## config.mk

```make
export PLATFORM = sky130hd
export DESIGN_NAME = tsp_ram
export DESIGN_NICKNAME = d
export VERILOG_FILES = /design/src/rtl/tour_segment_permuter_defines.svh /design/src/rtl/tsp_pkg.sv /design/src/rtl/tsp_ram.sv
export SDC_FILE = /design/constraint.sdc
export NUM_CORES = 2
export LEC_CHECK = 0
export BUFFER_PORTS_ARGS = -buffer_cell sky130_fd_sc_hd__buf_2
export CAP_MARGIN = 20
export CORE_MARGIN = 3
export CORE_UTILIZATION = 40
export CTS_CLUSTER_DIAMETER = 150
export DETAILED_ROUTE_END_ITERATION = 10
export PLACE_DENSITY_LB_ADDON = 0.12
export SYNTH_ARGS = -nofsm -noshare
export SYNTH_HDL_FRONTEND = slang
export SYNTH_SLANG_ARGS = --single-unit
```

## constraint.sdc

```tcl
create_clock -name clk_i -period 4.3 [get_ports clk_i]
set_clock_uncertainty 0.15 [all_clocks]
set_input_delay 0.86 -clock clk_i [delete_from_list [all_inputs] [get_ports clk_i]]
set_output_delay 0.86 -clock clk_i [all_outputs]
set_load 0.01 [all_outputs]
```

## src/rtl/tour_segment_permuter_defines.svh

```systemverilog
// Assertion macros shared by the tour segment permuter RTL.
// Define NO_ASSERTIONS to compile the checks out; needs clk_i and rst_ni in scope.
`ifndef TOUR_SEGMENT_PERMUTER_DEFINES_SVH
`define TOUR_SEGMENT_PERMUTER_DEFINES_SVH

`ifndef NO_ASSERTIONS

// Check a property at every clock edge outside reset.
`define TSP_ASSERT(lbl, prop) \
  lbl: assert property (@(posedge clk_i) disable iff (!rst_ni) prop) \
    else $error("tour segment permuter: assertion failed");

// Check a property at every clock edge, reset included.
`define TSP_ASSERT_ALWAYS(lbl, prop) \
  lbl: assert property (@(posedge clk_i) prop) \
    else $error("tour segment permuter: assertion failed during or after reset");

`else

`define TSP_ASSERT(lbl, prop)
`define TSP_ASSERT_ALWAYS(lbl, prop)

`endif

`endif

```

## src/rtl/tsp_pkg.sv

```systemverilog
// Shared constants and types for the tour segment permuter.
// Used by tsp_ram and tour_segment_permuter; depends on nothing.
package tsp_pkg;

  localparam int MAX_CITIES = 256;
  localparam int CITY_BITS  = 16;

  // Fixed field widths of the stream items and the length register.
  localparam int POS_W      = 8;
  localparam int CITY_OUT_W = 16;
  localparam int CMD_W      = 3;
  localparam int CFG_W      = 9;

  localparam int ADDR_W = $clog2(MAX_CITIES);
  localparam int LEN_W  = ADDR_W + 1;
  localparam int CMP_W  = ((LEN_W > POS_W) ? LEN_W : POS_W) + 1;

  typedef enum logic [CMD_W-1:0] {
    CMD_WRITE   = 3'd0,
    CMD_READ    = 3'd1,
    CMD_REVERSE = 3'd2,
    CMD_SLIDE   = 3'd3,
    CMD_ROTATE  = 3'd4,
    CMD_SWAP    = 3'd5
  } cmd_e;

endpackage

```

## src/rtl/tsp_ram.sv

```systemverilog
// Tour store: one write port and two registered read ports.
// Depends on tsp_pkg for depth and entry width.
module tsp_ram (
  input  logic                          clk_i,
  input  logic                          we_i,
  input  logic [tsp_pkg::ADDR_W-1:0]    waddr_i,
  input  logic [tsp_pkg::CITY_BITS-1:0] wdata_i,
  input  logic [tsp_pkg::ADDR_W-1:0]    raddr_a_i,
  input  logic [tsp_pkg::ADDR_W-1:0]    raddr_b_i,
  output logic [tsp_pkg::CITY_BITS-1:0] rdata_a_o,
  output logic [tsp_pkg::CITY_BITS-1:0] rdata_b_o
);
  import tsp_pkg::*;

  logic [CITY_BITS-1:0] mem_q [MAX_CITIES];

  always_ff @(posedge clk_i) begin
    if (we_i) begin
      mem_q[waddr_i] <= wdata_i;
    end
    rdata_a_o <= mem_q[raddr_a_i];
    rdata_b_o <= mem_q[raddr_b_i];
  end

endmodule

```

**Word-level counts from Yosys, hierarchy flattened**

Memory sizes are Yosys's and may differ from the RTL's. A register that Yosys moved wholly into a read port is not among the register bits.
Cells that the tools add are included.

- Memory bits (writable): 4096
- Memories: 1
- Latch bits: 0
- ROM bits: 0
- Word-level logic and storage cells: 3
- Flip-flop bits (word level): 0
- Output and inout bits: 32
- Input bits: 42

- Add/subtract/negate cells: 0
- Eq/ne operators: 0
- Div/mod/pow operators: 0
- $lt $le $gt $ge: 0
- Shift-type cells: 0
- Multiply operators: 0
- Reductions and logical operators: 0
- Bitwise operators: 0
- Muxes and demuxes: 2

Memory list:

| memory | words | bits a word | read ports | clocked after memory_dff | wr ports | line | text |
|---|---|---|---|---|---|---|---|
| mem_q | 256 | 16 | 2 | 2 | 1 | tsp_ram.sv:15 | `logic [CITY_BITS-1:0] mem_q [MAX_CITIES];` |

Operator list:

| operator | number |
|---|---|
| 2-to-1 mux 1 bit | 2 |

**Logic depth before layout (Yosys ltp)**

- Depth after elaboration: 2
- Gate-level depth with buffers: 13

**Worst setup path before layout**

Ideal clock, no wire load.

- Path type: input to register
- From: input port raddr_b_i[0] (netlist bit)
- To: register rdata_b_o[10] (netlist bit), read port of mem_q
- Data arrival time: 2.997 ns
- Stages on the path: 8
- Data required time: 4.021 ns
- Setup slack: 1.024 ns
- Library setup time: 0.129 ns
- Cell sequence: buf_4 > buf_1 > mux4_2 > mux4_2 > a22oi_1 > nand2_1 > o31ai_1 > nor3_1

RTL lines:

| item | line | text |
|---|---|---|
| start: declaration | tsp_ram.sv:9 | `input logic [tsp_pkg::ADDR_W-1:0] raddr_b_i,` |
| end: declaration | tsp_ram.sv:11 | `output logic [tsp_pkg::CITY_BITS-1:0] rdata_b_o` |

==> impl_metrics.yaml <==
worst_hold_path:
  hp-class: "primary input to register"
synthesis:
  ys_seq_area_share_pct: 64.53
  post-synth-top-area-cell: "edfxtp_1"
  ys_warn_count: 0
  netlist_area_mm2: 0.1916
  synth_nets: 10180
  synth.distinct_cells: 59
  synth_top_area_share_pct: 64.20
  synthFlopType: "edfxtp_1"
  yosys-top-cells-area: "edfxtp_1 64%, mux4_2 20%, mux2i_1 5.3%, o221ai_1 1.9%, o22ai_1 0.92%"
  synth_edf_count: 4096
  ys_async_sr_fraction_pct: 0
  ys_seq_elements: 4128
  syn_avg_cell_area_um2: 18.90
  netlist_instances: 10140
sta:
  clock.fmax_mhz: 258.0
  period_share_pct: 90.13
  timing.hold.ws_ps: 120.6
  finalSetupTns_ps: 0
  period_minus_slack_ps: 3876
  setup_viol: 0
  rsz0062_at_grt: "no"
  finalHoldViolations: 0
  worst_pin_slew_ps: 1344
  slew_headroom_pct: 10.40
  setup_slack_ps: 424.4
  slew_violations: 0
finish:
  multi_input_area_mm2: 0.06417
  nNetsFinal: 11150
  fill_cells: 40190
  area_growth_pct: 17.04
  area.sequential_mm2: 0.1236
  drive_gt1_share_pct: 35.05
  fin_util_pct: 47.10
detailed_routing:
  vias: 117400
  viasPerCell: 6.537
  ant_nets: 0
  first_pass_iters: 8
  drtIter0Drc: 16830
  wire_per_inst_um: 40.48
  drc: 0
  drt_wl_total_um: 727200
power_and_ir_drop:
  leakagePower_nw: 72.92
  p_total_mw: 92.77
  p_int_mw: 70.47
  p_sw_mw: 22.30
  comb_power_share_pct: 9.0
  p_seq_share_pct: 48.1
  powerDensity_mw_per_mm2: 413.7
  p_sw_share_pct: 24.04
  power.share.clock_pct: 42.8
  irDropWorstVdd_uv: 342.5
global_route:
  track_usage_pct: 29.28
  grt_max_degree: 129
  grt_pass1_vias: 117800
  grt_antenna_before_repair: 69
  grt_pass1_wl_um: 992800
  grt-ovfl-total: 0
floorplanning:
  io_pins: 74
  die-area_mm2: 0.4873
  die_x_um: 698.1
  core_mm2: 0.4761
  initial_core_util_pct: 40.24
  rows: 253
  die_y_um: 698.1
cts:
  clk_latency_ps: 1090
  cts_root_buf: "clkbuf_16"
  ctsResizeCount: 0
  cts_tree: "built"
  cts.sinks: 4128
  clk_pin_slew_ps: 60
  clock_path_buffers: 4
  htreeDepth: 5
  cts_made_buffers: 457
place:
  gp_congestion: 0.9585
  io_buffers: 73
  post-dp-hpwl_um: 480300
  place_ws_ps: -422.3
worst_setup_path:
  cp.arrival_ps: 4710
  worstPathRequired_ps: 5130
  crit_path_end_kind: "register"
  crit_path_start_kind: "primary input"
  cp_max_fo: 42
  path_class: "primary input to register"
run_status:
  status: "finished clean"
run:
  maxCapViolCount: 0
-- routing by layer --
| metal | part of all wire (%) | up-vias | global-route usage [%] |
|---|---|---|---|
| met1 | 39 | 63570 | 39.48 |
| met3 | 9.6 | 1330 | 6.733 |
| met2 | 45 | 6441 | 44.67 |
| li1 | - | 46060 | - |
| met5 | 0.038 | - | 0 |
| met4 | 6.1 | 34 | 14.89 |
-- cell type report --
cell class	instances	share of cell area [%]
Multi-Input combinational cell	5151	28.62
Inverter	6	0.02009
Clock buffer	562	5.363
Sequential cell	4128	55.14
Tap cell	6375	3.557
Timing Repair Buffer	1365	5.881
Clock inverter	291	1.325
Antenna cell	86	0.09598
-- state kept, by name, indices dropped and copies added (netlist names) --
signal,cells
mem_q,4096
rdata_a_o,16
rdata_b_o,16
-- worst max-delay path, cell delays in order --
cell	delay (ps)
buf_8	310
nand2_4	260
buf_12	270
o221ai_1	510
o22ai_1	270
a2111oi_0	1060
o311ai_0	380
buf_4	240
nor3_1	200
buf_4	160
-- cells in the final DEF (no fill, tap or decap), types with 119 or more instances in the layout --
cell / netlist / layout
edfxtp_1: 4096 / 4096
o221ai_1: 418 / 418
buf_4: 100 / 1057
nand2_1: 257 / 252
buf_12: 5 / 231
nor2_2: 0 / 254
o22ai_1: 281 / 281
nor3_1: 185 / 177
mux4_2: 1688 / 1688
clkbuf_16: 0 / 461
a22oi_1: 119 / 119
a21oi_1: 210 / 210
mux2i_1: 1021 / 1021
-- stage by stage --
stage / instance area [µm²] / cells
after floorplan: 191600 / 10140
after global routing: 224200 / 17930
final: 224200 / 17960
after global placement: 208900 / 17010
after detailed placement: 209000 / 17020
after CTS: 224000 / 17880
-- final timing paths --
| check | endpoint | slack (ps) | from | cells after the start |
|---|---|---|---|---|
| max reg2reg | rdata_a_o[4] | 870 | mem_q[56][4] | 9 |
| min | mem_q[186][6] | 120 | wdata_i[6] | 1 |
| max | rdata_b_o[4] | 420 | raddr_b_i[1] | 10 |
| min reg2reg | rdata_b_o[10] | 940 | mem_q[11][10] | 5 |
-- cell usage after synthesis (4+ instances only) --
cell type and count:
buf_6 92, a211oi_1 22, a2111oi_0 38, o21ai_0 74, a211o_1 26, o221ai_1 418, o22ai_1 281, a22oi_1 119
buf_2 153, buf_1 102, a22o_1 55, a21oi_1 210, nand3_1 83, buf_12 5, or2_2 4, nor4_1 38
nor2b_1 13, mux2i_1 1021, o21bai_1 11, and4_1 12, nor3_1 185, buf_4 100, and4b_1 4, o311ai_0 11
clkbuf_1 382, nor2_1 355, o211ai_1 59, a221oi_1 48, nand2b_1 11, dfxtp_1 32, nand2_1 257, and3_1 18
inv_1 4, mux4_2 1688, edfxtp_1 4096, buf_8 15, o31ai_1 27, nand4_1 30
-- what timing repair did --
action,in CTS,in global routing
endpoints found under the hold margin,23,0
hold buffers,1,0
setup buffers,0,0
-- power groups by stage --
stage	registers, mW	logic [mW]	clock network, mW
2_1_floorplan	45.3	4.13	0
3_3_place_gp	45.4	8.26	0
3_5_place_dp	45.4	8.32	0
4_1_cts	44.6	8.34	40.3
5_1_grt	44.6	8.65	42.0
6_report	44.6	8.39	39.7
-- logic make-up after synthesis --
family                 count (synthesis)  share of synthesized area (%)
DFF                                 4128                          64.53
muxes                               2709                          25.18
AOI/OAI and AO/OA                   1414                          5.396
and+or+nand+nor                     1028                          2.427
buffers and inverters                856                          2.466
(Power assumes the default switching activity.)
